File: config.mk
export PLATFORM = sky130hd
export DESIGN_NAME = remote_id_bitmap_frame_parser
export DESIGN_NICKNAME = d
export VERILOG_FILES = /design/src/ridbfp_pkg.sv /design/src/remote_id_bitmap_frame_parser.sv
export SDC_FILE = /design/constraint.sdc
export NUM_CORES = 2
export LEC_CHECK = 0
export BUFFER_PORTS_ARGS = -buffer_cell sky130_fd_sc_hd__buf_4
export CAP_MARGIN = 0
export CORE_MARGIN = 2
export CORE_UTILIZATION = 37
export DETAILED_ROUTE_END_ITERATION = 6
export MAX_ROUTING_LAYER = met4
export SYNTH_ARGS = -nofsm -noshare
export SYNTH_HDL_FRONTEND = slang
export SYNTH_SLANG_ARGS = --single-unit
File: constraint.sdc
create_clock -name i_clk -period 11.65 [get_ports i_clk]
set_input_delay 1.7475 -clock i_clk [delete_from_list [all_inputs] [get_ports i_clk]]
set_output_delay 1.7475 -clock i_clk [all_outputs]
set_load 0.005 [all_outputs]
File: src/ridbfp_pkg.sv
`timescale 1ns / 1ps
`default_nettype none
// ----------------------------------------------------------------------------
// ridbfp_pkg
// Types, codes, field tables and decode helpers for the remote id bitmap
// frame parser.
// ----------------------------------------------------------------------------
package ridbfp_pkg;

    localparam int MAX_BITMAP_BYTES = 8;
    localparam int FIELD_COUNT      = 21;
    localparam int FIFO_DEPTH       = 4;

    localparam logic [7:0] MAGIC_BYTE = 8'hFF;
    localparam logic [8:0] HDR_LEN    = 9'd3;

    // event codes
    localparam logic [2:0] EV_VALUE    = 3'd0;
    localparam logic [2:0] EV_BITMAP   = 3'd1;
    localparam logic [2:0] EV_COMPLETE = 3'd2;
    localparam logic [2:0] EV_BADHDR   = 3'd3;
    localparam logic [2:0] EV_TRUNC    = 3'd4;

    // fields with their own layout or unit
    localparam logic [4:0] FLD_ID_MAIN   = 5'd1;
    localparam logic [4:0] FLD_ID_AUX    = 5'd2;
    localparam logic [4:0] FLD_POS_OP    = 5'd6;
    localparam logic [4:0] FLD_ALT_OP    = 5'd7;
    localparam logic [4:0] FLD_POS_UA    = 5'd8;
    localparam logic [4:0] FLD_TENTHS_A  = 5'd9;
    localparam logic [4:0] FLD_TENTHS_B  = 5'd10;
    localparam logic [4:0] FLD_HEIGHT    = 5'd11;
    localparam logic [4:0] FLD_VSPEED    = 5'd12;
    localparam logic [4:0] FLD_ALT_A     = 5'd13;
    localparam logic [4:0] FLD_ALT_B     = 5'd14;
    localparam logic [4:0] FLD_TIMESTAMP = 5'd20;

    // floor(t / 1000) = (t * DIV_MAGIC) >> DIV_SHIFT for t < 2^20
    localparam logic [20:0] DIV_MAGIC = 21'd1073742;
    localparam int          DIV_SHIFT = 30;

    localparam int QUO_W = 39;
    localparam int REM_W = 20;

    typedef struct packed {
        logic [2:0]  ev;
        logic [4:0]  fn;
        logic [1:0]  part;
        logic [63:0] raw;
        logic [32:0] scaled;
        logic        unk;
        logic        last;
    } t_result;

    typedef struct packed {
        logic             vld;
        logic             div;
        logic [QUO_W-1:0] quo;
        logic [REM_W-1:0] rem;
        t_result          res;
    } t_slot;

    typedef struct packed {
        logic        unk;
        logic [32:0] scaled;
    } t_decoded;

    function automatic logic [4:0] f_field_len(input logic [4:0] fn);
        logic [4:0] len;
        case (fn)
            5'd1:    len = 5'd20;
            5'd2:    len = 5'd8;
            5'd6:    len = 5'd8;
            5'd7:    len = 5'd2;
            5'd8:    len = 5'd8;
            5'd9:    len = 5'd2;
            5'd10:   len = 5'd2;
            5'd11:   len = 5'd2;
            5'd13:   len = 5'd2;
            5'd14:   len = 5'd2;
            5'd20:   len = 5'd6;
            5'd0:    len = 5'd0;
            default: len = (fn > 5'd21) ? 5'd0 : 5'd1;
        endcase
        return len;
    endfunction

    function automatic logic [4:0] f_chunk_len(input logic [4:0] fn);
        logic [4:0] len;
        case (fn)
            FLD_ID_MAIN, FLD_ID_AUX: len = 5'd8;
            FLD_POS_OP, FLD_POS_UA:  len = 5'd4;
            default:                 len = f_field_len(fn);
        endcase
        return len;
    endfunction

    // 256^k / 1000 split into quotient and remainder
    function automatic logic [30:0] f_ms_quo(input logic [2:0] k);
        logic [30:0] q;
        case (k)
            3'd2:    q = 31'd65;
            3'd3:    q = 31'd16777;
            3'd4:    q = 31'd4294967;
            3'd5:    q = 31'd1099511627;
            default: q = 31'd0;
        endcase
        return q;
    endfunction

    function automatic logic [9:0] f_ms_rem(input logic [2:0] k);
        logic [9:0] r;
        case (k)
            3'd0:    r = 10'd1;
            3'd1:    r = 10'd256;
            3'd2:    r = 10'd536;
            3'd3:    r = 10'd216;
            3'd4:    r = 10'd296;
            3'd5:    r = 10'd776;
            default: r = 10'd0;
        endcase
        return r;
    endfunction

    function automatic t_decoded f_decode(input logic [4:0] fn, input logic [63:0] raw);
        t_decoded          d;
        logic signed [32:0] v16;
        v16      = {{17{raw[15]}}, raw[15:0]};
        d.unk    = 1'b0;
        d.scaled = {25'd0, raw[7:0]};
        case (fn)
            FLD_ID_MAIN, FLD_ID_AUX, FLD_TIMESTAMP: begin
                d.scaled = '0;
            end
            FLD_POS_OP, FLD_POS_UA: begin
                d.scaled = {raw[31], raw[31:0]};
            end
            FLD_ALT_OP, FLD_ALT_A, FLD_ALT_B: begin
                d.scaled = v16 - 33'sd2000;
            end
            FLD_HEIGHT: begin
                d.scaled = v16 - 33'sd18000;
            end
            FLD_TENTHS_A, FLD_TENTHS_B: begin
                if (raw[15:0] == 16'hFFFF) begin
                    d.unk    = 1'b1;
                    d.scaled = -33'sd10;
                end else begin
                    d.scaled = {17'd0, raw[15:0]};
                end
            end
            FLD_VSPEED: begin
                if (raw[7:0] == 8'hFF) begin
                    d.unk    = 1'b1;
                    d.scaled = -33'sd2;
                end else if (raw[7]) begin
                    d.scaled = 33'd0 - {26'd0, raw[6:0]};
                end else begin
                    d.scaled = {26'd0, raw[6:0]};
                end
            end
            default: begin
                d.scaled = {25'd0, raw[7:0]};
            end
        endcase
        return d;
    endfunction

    function automatic t_result f_end_result(input logic [2:0] ev, input logic [8:0] pos);
        t_result r;
        r        = '0;
        r.ev     = ev;
        r.raw    = {55'd0, pos};
        r.last   = 1'b1;
        return r;
    endfunction

endpackage
`default_nettype wire

File: src/remote_id_bitmap_frame_parser.sv
`timescale 1ns / 1ps
`default_nettype none
// ----------------------------------------------------------------------------
// remote_id_bitmap_frame_parser
// Parses a remote id bitmap frame byte by byte into field, bitmap and end items.
// ----------------------------------------------------------------------------
// One frame byte is taken per clock while tready is high. Each byte gives up
// to two result items, which pass through a parse register, then a
// four-entry output queue, with the one multiplier (timestamp ms to seconds)
// between them. Input tready is high while the queue has room for
// two more items beyond those in flight, so bytes flow at one per cycle as long
// as the sink takes one item per cycle; a byte giving two items makes the sink
// take an extra item.
// ----------------------------------------------------------------------------
module remote_id_bitmap_frame_parser
    import ridbfp_pkg::*;
#(
    parameter int MAX_BM_BYTES = MAX_BITMAP_BYTES
)
(
    input  wire logic          i_clk,
    input  wire logic          i_rst_n,
    input  wire logic          i_s_axis_tvalid,
    output logic               o_s_axis_tready,
    input  wire logic [7:0]    i_s_axis_tdata,   // data_byte
    input  wire logic [0:0]    i_s_axis_tuser,   // frame_start
    input  wire logic          i_s_axis_tlast,   // frame_end
    output logic               o_m_axis_tvalid,
    input  wire logic          i_m_axis_tready,
    output logic [103:0]       o_m_axis_tdata,   // field_number, part, raw_value, scaled_value
    output logic [3:0]         o_m_axis_tuser,   // event_res, unknown
    output logic               o_m_axis_tlast    // last_of_run
);

    localparam logic [2:0] PH_IDLE    = 3'd0;
    localparam logic [2:0] PH_VERSION = 3'd1;
    localparam logic [2:0] PH_LENGTH  = 3'd2;
    localparam logic [2:0] PH_BITMAP  = 3'd3;
    localparam logic [2:0] PH_FIELD   = 3'd4;

    localparam int PTR_W = $clog2(FIFO_DEPTH);
    localparam int CNT_W = $clog2(FIFO_DEPTH + 1);
    localparam int OCC_W = CNT_W + 1;

    logic [2:0]       r_phase, n_phase;
    logic [8:0]       r_byte_pos, n_byte_pos;
    logic [8:0]       r_limit, n_limit;
    logic [7:0]       r_bitmap [0:2];
    logic [7:0]       n_bitmap [0:2];
    logic [3:0]       r_bm_count, n_bm_count;
    logic [4:0]       r_field, n_field;
    logic [4:0]       r_bif, n_bif;
    logic [63:0]      r_asm, n_asm;
    logic [QUO_W-1:0] r_quo, n_quo;
    logic [REM_W-1:0] r_rem, n_rem;
    t_slot            r_s0, n_s0, r_s1, n_s1;

    t_result          r_fifo [0:FIFO_DEPTH-1];
    logic [PTR_W-1:0] r_wr_ptr, r_rd_ptr;
    logic [CNT_W-1:0] r_count;

    logic             s_acc;
    logic [7:0]       in_byte;
    logic             in_start;
    logic             in_end;

    logic             bm_wr;
    logic [7:0]       bm_next [0:2];
    logic [20:0]      sel_vec;
    logic             nxt_found;
    logic [4:0]       nxt_fn;
    logic [8:0]       pos_inc;
    logic [3:0]       bm_count_inc;
    logic             adv_over;

    logic             fld_ok;
    logic [4:0]       fld_size;
    logic [4:0]       fld_chunk;
    logic [4:0]       fld_pos;
    logic [1:0]       fld_part;
    logic             fld_emit;
    logic [63:0]      asm_new;
    logic [4:0]       bif_inc;
    logic [QUO_W-1:0] quo_new;
    logic [REM_W-1:0] rem_new;
    t_decoded         fld_dec;

    logic             do_adv;
    logic             adv_hi;
    t_slot            adv_slot;

    logic [40:0]      div_prod;
    logic [QUO_W-1:0] div_sum;
    t_result          res0;
    logic [OCC_W-1:0] occ;
    logic             pop;
    logic [PTR_W-1:0] wr_ptr_hi;

    assign in_byte  = i_s_axis_tdata;
    assign in_start = i_s_axis_tuser[0];
    assign in_end   = i_s_axis_tlast;
    assign s_acc    = i_s_axis_tvalid && o_s_axis_tready;

    // bitmap bytes as they stand after this byte
    assign bm_wr = (r_phase == PH_BITMAP) && (r_bm_count < 4'd3) && !in_start;

    always_comb begin
        for (int b = 0; b < 3; b++) begin
            bm_next[b] = r_bitmap[b];
            if (bm_wr && (r_bm_count[1:0] == 2'(b))) begin
                bm_next[b] = in_byte;
            end
        end
        for (int b = 0; b < 3; b++) begin
            for (int j = 0; j < 7; j++) begin
                sel_vec[b * 7 + j] = bm_next[b][7 - j];
            end
        end
    end

    // next selected field after the current one
    always_comb begin
        nxt_found = 1'b0;
        nxt_fn    = '0;
        for (int i = FIELD_COUNT - 1; i >= 0; i--) begin
            if (sel_vec[i] && (5'(i + 1) > r_field)) begin
                nxt_found = 1'b1;
                nxt_fn    = 5'(i + 1);
            end
        end
    end

    assign pos_inc      = r_byte_pos + 9'd1;
    assign bm_count_inc = r_bm_count + 4'd1;
    assign adv_over     = ({1'b0, pos_inc} + {5'd0, f_field_len(nxt_fn)}) > {1'b0, r_limit};

    // field byte handling
    always_comb begin
        fld_ok    = (r_field != 5'd0) && (r_field <= 5'(FIELD_COUNT));
        fld_size  = f_field_len(r_field);
        fld_chunk = f_chunk_len(r_field);
        case (fld_chunk)
            5'd8: begin
                fld_pos  = {2'd0, r_bif[2:0]};
                fld_part = r_bif[4:3];
            end
            5'd4: begin
                fld_pos  = {3'd0, r_bif[1:0]};
                fld_part = r_bif[3:2];
            end
            default: begin
                fld_pos  = r_bif;
                fld_part = 2'd0;
            end
        endcase
        fld_emit = (fld_pos == fld_chunk - 5'd1) || (r_bif == fld_size - 5'd1);
        asm_new  = r_asm | ({56'd0, in_byte} << {fld_pos[2:0], 3'b000});
        bif_inc  = r_bif + 5'd1;
        quo_new  = r_quo + QUO_W'(in_byte * f_ms_quo(r_bif[2:0]));
        rem_new  = r_rem + REM_W'(in_byte * f_ms_rem(r_bif[2:0]));
        fld_dec  = f_decode(r_field, asm_new);
    end

    always_comb begin
        n_phase    = r_phase;
        n_byte_pos = r_byte_pos;
        n_limit    = r_limit;
        n_bm_count = r_bm_count;
        n_field    = r_field;
        n_bif      = r_bif;
        n_asm      = r_asm;
        n_quo      = r_quo;
        n_rem      = r_rem;
        for (int b = 0; b < 3; b++) begin
            n_bitmap[b] = r_bitmap[b];
        end
        n_s0     = '0;
        n_s1     = '0;
        do_adv   = 1'b0;
        adv_hi   = 1'b0;
        adv_slot = '0;

        if (s_acc) begin
            if (in_start) begin
                n_phase    = PH_IDLE;
                n_byte_pos = '0;
                n_limit    = '0;
                n_bm_count = '0;
                n_field    = '0;
                n_bif      = '0;
                n_asm      = '0;
                n_quo      = '0;
                n_rem      = '0;
                for (int b = 0; b < 3; b++) begin
                    n_bitmap[b] = '0;
                end
                if ((in_byte != MAGIC_BYTE) || in_end) begin
                    n_s0.vld = 1'b1;
                    n_s0.res = f_end_result(EV_BADHDR, 9'd0);
                end else begin
                    n_byte_pos = 9'd1;
                    n_phase    = PH_VERSION;
                end
            end else begin
                case (r_phase)
                    PH_VERSION: begin
                        n_byte_pos = 9'd2;
                        if (in_end) begin
                            n_s0.vld = 1'b1;
                            n_s0.res = f_end_result(EV_BADHDR, 9'd0);
                            n_phase  = PH_IDLE;
                        end else begin
                            n_phase = PH_LENGTH;
                        end
                    end
                    PH_LENGTH: begin
                        n_byte_pos = HDR_LEN;
                        if (in_end) begin
                            n_limit  = HDR_LEN;
                            n_s0.vld = 1'b1;
                            n_s0.res = f_end_result(EV_COMPLETE, HDR_LEN);
                            n_phase  = PH_IDLE;
                        end else begin
                            n_limit = HDR_LEN + {1'b0, in_byte};
                            n_phase = PH_BITMAP;
                        end
                    end
                    PH_BITMAP: begin
                        for (int b = 0; b < 3; b++) begin
                            n_bitmap[b] = bm_next[b];
                        end
                        if (bm_wr) begin
                            n_s0.vld        = 1'b1;
                            n_s0.res.ev     = EV_BITMAP;
                            n_s0.res.fn     = {3'd0, r_bm_count[1:0]};
                            n_s0.res.raw    = {56'd0, in_byte};
                            n_s0.res.scaled = {25'd0, in_byte};
                        end
                        n_bm_count = bm_count_inc;
                        n_byte_pos = pos_inc;
                        if (!in_byte[0] || (bm_count_inc >= 4'(MAX_BM_BYTES)) || in_end) begin
                            do_adv = 1'b1;
                            adv_hi = bm_wr;
                        end
                    end
                    PH_FIELD: begin
                        if (!fld_ok) begin
                            n_phase = PH_IDLE;
                        end else begin
                            n_asm = fld_emit ? 64'd0 : asm_new;
                            if (r_field == FLD_TIMESTAMP) begin
                                n_quo = quo_new;
                                n_rem = rem_new;
                            end
                            if (fld_emit) begin
                                n_s0.vld        = 1'b1;
                                n_s0.div        = (r_field == FLD_TIMESTAMP);
                                n_s0.quo        = quo_new;
                                n_s0.rem        = rem_new;
                                n_s0.res.ev     = EV_VALUE;
                                n_s0.res.fn     = r_field;
                                n_s0.res.part   = fld_part;
                                n_s0.res.raw    = asm_new;
                                n_s0.res.scaled = fld_dec.scaled;
                                n_s0.res.unk    = fld_dec.unk;
                            end
                            n_bif      = bif_inc;
                            n_byte_pos = pos_inc;
                            if (bif_inc >= fld_size) begin
                                do_adv = 1'b1;
                                adv_hi = fld_emit;
                            end else if (in_end) begin
                                adv_slot.vld = 1'b1;
                                adv_slot.res = f_end_result(EV_TRUNC,
                                                            pos_inc - {4'd0, bif_inc});
                                n_phase      = PH_IDLE;
                                if (fld_emit) begin
                                    n_s1 = adv_slot;
                                end else begin
                                    n_s0 = adv_slot;
                                end
                            end
                        end
                    end
                    default: begin
                    end
                endcase

                if (do_adv) begin
                    adv_slot.vld = 1'b1;
                    if (!nxt_found) begin
                        adv_slot.res = f_end_result(EV_COMPLETE, pos_inc);
                        n_phase      = PH_IDLE;
                    end else if (in_end || adv_over) begin
                        adv_slot.res = f_end_result(EV_TRUNC, pos_inc);
                        n_phase      = PH_IDLE;
                    end else begin
                        adv_slot.vld = 1'b0;
                        n_field      = nxt_fn;
                        n_bif        = '0;
                        n_asm        = '0;
                        n_quo        = '0;
                        n_rem        = '0;
                        n_phase      = PH_FIELD;
                    end
                    if (adv_slot.vld) begin
                        if (adv_hi) begin
                            n_s1 = adv_slot;
                        end else begin
                            n_s0 = adv_slot;
                        end
                    end
                end
            end
        end
    end

    always_ff @(posedge i_clk) begin
        if (!i_rst_n) begin
            r_phase    <= PH_IDLE;
            r_byte_pos <= '0;
            r_limit    <= '0;
            r_bm_count <= '0;
            r_field    <= '0;
            r_bif      <= '0;
            r_asm      <= '0;
            r_quo      <= '0;
            r_rem      <= '0;
            for (int b = 0; b < 3; b++) begin
                r_bitmap[b] <= '0;
            end
            r_s0       <= '0;
            r_s1       <= '0;
        end else begin
            r_phase    <= n_phase;
            r_byte_pos <= n_byte_pos;
            r_limit    <= n_limit;
            r_bm_count <= n_bm_count;
            r_field    <= n_field;
            r_bif      <= n_bif;
            r_asm      <= n_asm;
            r_quo      <= n_quo;
            r_rem      <= n_rem;
            for (int b = 0; b < 3; b++) begin
                r_bitmap[b] <= n_bitmap[b];
            end
            r_s0       <= n_s0;
            r_s1       <= n_s1;
        end
    end

    // ms to seconds: remainder part through the reciprocal
    always_comb begin
        div_prod = {21'd0, r_s0.rem} * {20'd0, DIV_MAGIC};
        div_sum  = r_s0.quo + QUO_W'(div_prod[40:DIV_SHIFT]);
        res0     = r_s0.res;
        if (r_s0.div) begin
            res0.scaled = {1'b0, div_sum[31:0]};
        end
    end

    // output queue
    assign pop             = o_m_axis_tvalid && i_m_axis_tready;
    assign wr_ptr_hi       = r_wr_ptr + PTR_W'(1);
    assign occ             = OCC_W'(r_count) + OCC_W'(r_s0.vld) + OCC_W'(r_s1.vld);
    assign o_s_axis_tready = (occ <= OCC_W'(FIFO_DEPTH - 2));

    always_ff @(posedge i_clk) begin
        if (r_s0.vld) begin
            r_fifo[r_wr_ptr] <= res0;
        end
        if (r_s1.vld) begin
            r_fifo[wr_ptr_hi] <= r_s1.res;
        end
    end

    always_ff @(posedge i_clk) begin
        if (!i_rst_n) begin
            r_wr_ptr <= '0;
            r_rd_ptr <= '0;
            r_count  <= '0;
        end else begin
            r_wr_ptr <= r_wr_ptr + PTR_W'(r_s0.vld) + PTR_W'(r_s1.vld);
            r_rd_ptr <= r_rd_ptr + PTR_W'(pop);
            r_count  <= r_count + CNT_W'(r_s0.vld) + CNT_W'(r_s1.vld) - CNT_W'(pop);
        end
    end

    assign o_m_axis_tvalid = (r_count != '0);
    assign o_m_axis_tdata  = {r_fifo[r_rd_ptr].scaled, r_fifo[r_rd_ptr].raw,
                              r_fifo[r_rd_ptr].part, r_fifo[r_rd_ptr].fn};
    assign o_m_axis_tuser  = {r_fifo[r_rd_ptr].unk, r_fifo[r_rd_ptr].ev};
    assign o_m_axis_tlast  = r_fifo[r_rd_ptr].last;

endmodule
`default_nettype wire

==> flow_metrics.env <==
export IMPL_fin_skew_ns=0.0319
export IMPL_fmax_mhz=105
export IMPL_rows=133
export IMPL_syn_mean_instance_area_um2=10.7
export IMPL_syn_nets=5211
export IMPL_p_leak_nw=22.6
export IMPL_crit_buf_inv=1
export IMPL_cts_tree="done"
export IMPL_final_cell_area_um2=54400
export IMPL_ir_worst_vdd_mv=0.140
export IMPL_firstDrtPassIters=6
export IMPL_place_congestion=0.942
export IMPL_synth_edff_count=436
export IMPL_drc_errors=0
export IMPL_wirelength_um=135000
export IMPL_relSlewSlack_pct=19.3
export IMPL_port_buffers=124
export IMPL_clkSinkCount=790
export IMPL_power_density_nw_per_um2=124
export IMPL_num_vias=34406
export IMPL_cts_max_path_buffers=3
export IMPL_synth_cells=4576
export IMPL_status="finished, final reports clean"
export IMPL_yosys_area_top_type="edfxtp_1"
export IMPL_crit_path_start_kind="primary input"
export IMPL_crit_family="compound AO/OA/AOI/OAI gates"
export IMPL_ys_top_cells_by_area="edfxtp_1 (27%), dfxtp_1 (15%), fa_1 (11%)"
export IMPL_die_w_um=367
export IMPL_reg2reg_to="r_s0[18]$_SDFF_PP0_"
export IMPL_synth_flop_cell="edfxtp_1"
export IMPL_postRouteAntennaNets=0
export IMPL_rsz0062_at_grt="false"
export IMPL_post_cts_buffers=0
export IMPL_tns_ns=0
export IMPL_hold_start="r_asm[53]$_SDFFE_PN0P_"
export IMPL_dp_hpwl_um=96000
export IMPL_numCtsBuffers=86
export IMPL_htreeDepth=3
export IMPL_grt_max_degree=102
export IMPL_crit_fanout=29
export IMPL_cp_end_kind="flop"
export IMPL_seq_area_frac_synth_pct=41.3
export IMPL_timing_rr_start="r_bm_count[0]$_SDFFE_PN0P_"
export IMPL_coreArea_um2=131000
export IMPL_postPlaceCellArea_um2=51600
export IMPL_critPathKind="in -> reg"
export IMPL_insertion_delay_ns=0.68
export IMPL_arrival_ns=10.15
export IMPL_ys_seq_elements=790
export IMPL_io_pins=125
export IMPL_drv_cap=0
export IMPL_pre_cts_ws_ns=1.61
export IMPL_track_usage_pct=20.4
export IMPL_clk_pin_slew_ns=0.06
export IMPL_slew_violations=0
export IMPL_area_growth_pct=11.4
export IMPL_ys_async_sr_fraction_pct=0
export IMPL_nets=5244
export IMPL_fin_ws_ns=2.09
export IMPL_viasPerCell=5.35
export IMPL_r2r_slack_ns=2.84
export IMPL_dr_first_iter_drc_count=3238
export IMPL_grt_overflow=0
export IMPL_cts_resized=0
export IMPL_routedWlPerCell_um=20.9
export IMPL_drive_gt1_share_pct=10.1
export IMPL_die_y_um=367
export IMPL_cts_root_buffer="clkbuf_16"
export IMPL_worst_hold_path_type="reg -> reg"
export IMPL_grt_pass1_wl_um=209000
export IMPL_worst_slew_pin_slew_ns=1.21
export IMPL_grt_pass1_vias=34541
export IMPL_finalCritPeriodShare_pct=82.0
export IMPL_r2r_cells=28
export IMPL_finalPower_mw=6.74
export IMPL_hold_path_end="r_asm[53]$_SDFFE_PN0P_"
export IMPL_antenna_found_initial=1
export IMPL_final_min_clock_period_ns=9.56
export IMPL_hold_depth=1
export IMPL_yosys_warnings=0
export IMPL_initial_core_util_pct=37.2
export IMPL_hold_violations=0
export IMPL_fin_util_pct=41.4
export IMPL_setup_violations=0
export IMPL_synth_cell_area_um2=48800
export IMPL_ys_types=87
export IMPL_worstPathRequired_ns=12.24
export IMPL_cts_hold_buf=0
export IMPL_cp_slowest_stage_delay_ns=0.83
export IMPL_dieArea_um2=135000
export IMPL_synth_top_area_share_pct=26.8
export IMPL_cpMaxStageDelayCell="nor4_2"
==> cells by family (layout without fill, tap and decap cells) <==
logic type	after synthesis	after routing	synth area share (%)
adder cells (fa/ha/maj)	621	621	20.1
XOR/XNOR	134	134	2.40
AND/OR/NAND/NOR	1446	1446	14.6
multiplexers	153	153	5.97
buffers and inverters	706	810	5.48
flip-flops	790	790	41.3
other	0	1	0
AO/OA/AOI/OAI	726	726	10.1
==> sequential cells by signal, indices dropped and copies added, names as in the netlist, 5 cells and up <==
register and count:
r_asm 64, r_bif 5, r_bitmap 21, r_byte_pos 9, r_field 5, r_fifo 436, r_limit 9, r_quo 32
r_rem 20, r_s0 162, r_s1 13
==> through the flow <==
step	hold WS (ns)	instances
finish	0.465	6436
global route	0.476	6436
CTS	0.467	6435
detailed placement	0.448	6276
global placement	0.445	6276
floorplan	0.433	4576
==> routing by layer <==
layer  track usage, %  up-vias  routed length [µm]
li1                 -    15949                   -
met1             27.9    17184               61000
met2             31.9     1078               62500
met3             2.79      195                8000
met4             5.60        0                3260
met5                -        -                   0
==> layout by cell type (no fill, tap or decap), types with 89 or more instances in the layout <==
cell and n:
nor2b_1 163, mux4_2 109, dfxtp_1 351, fa_1 274, a21oi_1 200, ha_1 347
and2_1 193, a22oi_1 100, nor2_1 474, nand2_1 257, o21ai_0 89, edfxtp_1 436
buf_4 172, inv_1 469
==> cell usage after synthesis, types with 16 or more instances <==
master / count
nand4_1: 29
buf_2: 19
nor2b_1: 163
inv_1: 469
a21oi_1: 200
nand3_1: 65
mux2_2: 16
dfxtp_1: 354
buf_1: 36
nor2_1: 478
and2_1: 193
nand2b_1: 32
mux4_2: 109
nor3_1: 63
xnor2_1: 82
o21a_1: 34
xor2_1: 52
edfxtp_1: 436
fa_1: 274
a22oi_1: 100
a21o_1: 39
ha_1: 347
o21ai_0: 91
a31oi_1: 35
clkbuf_1: 174
and3_1: 74
o2bb2ai_1: 63
mux2i_1: 28
or3_1: 19
a211oi_1: 21
nand2_1: 258
==> cell type report <==
type                       instances  area, µm²
inverter                         477       1790
sequential                       790      20200
tap                             1755       2200
antenna                            1       2.50
timing repair buffer             174       1330
fill                           12471      76900
clock buffer                     124       2410
multi-input combinational       3080      26100
clock inverter                    35        397
==> where the power goes <==
group          internal, mW  switching [mW]  total (mW)
clock network          1.58            1.15        2.72
registers              2.98          0.0522        3.03
logic                 0.477           0.501       0.978
total                  5.04            1.70        6.74
==> how the worst max path moves through the flow <==
stage / cells past startpoint / startpoint / to
6_report: 28 / i_s_axis_tuser / r_s0[18]$_SDFF_PP0_
5_1_grt: 28 / i_s_axis_tuser / r_s0[20]$_SDFF_PP0_
3_3_place_gp: 28 / i_s_axis_tuser / r_s0[18]$_SDFF_PP0_
4_1_cts: 28 / i_s_axis_tuser / r_s0[26]$_SDFF_PP0_
2_1_floorplan: 3 / r_wr_ptr[1]$_SDFF_PN0_ / r_fifo[2][0]$_DFFE_PP_
3_5_place_dp: 28 / i_s_axis_tuser / r_s0[26]$_SDFF_PP0_
==> worst reg2reg max path, delay by kind of cell, from the launching register on <==
kind,cells,cell delay (ns)
xor gates and xnor gates,1,0.16
DFF,1,0.39
and+or+nand+nor,6,2.55
AOI/OAI and AO/OA,18,4.71
adders and majority gates,3,0.89
No activity file was read; power rests on OpenSTA's default activity.
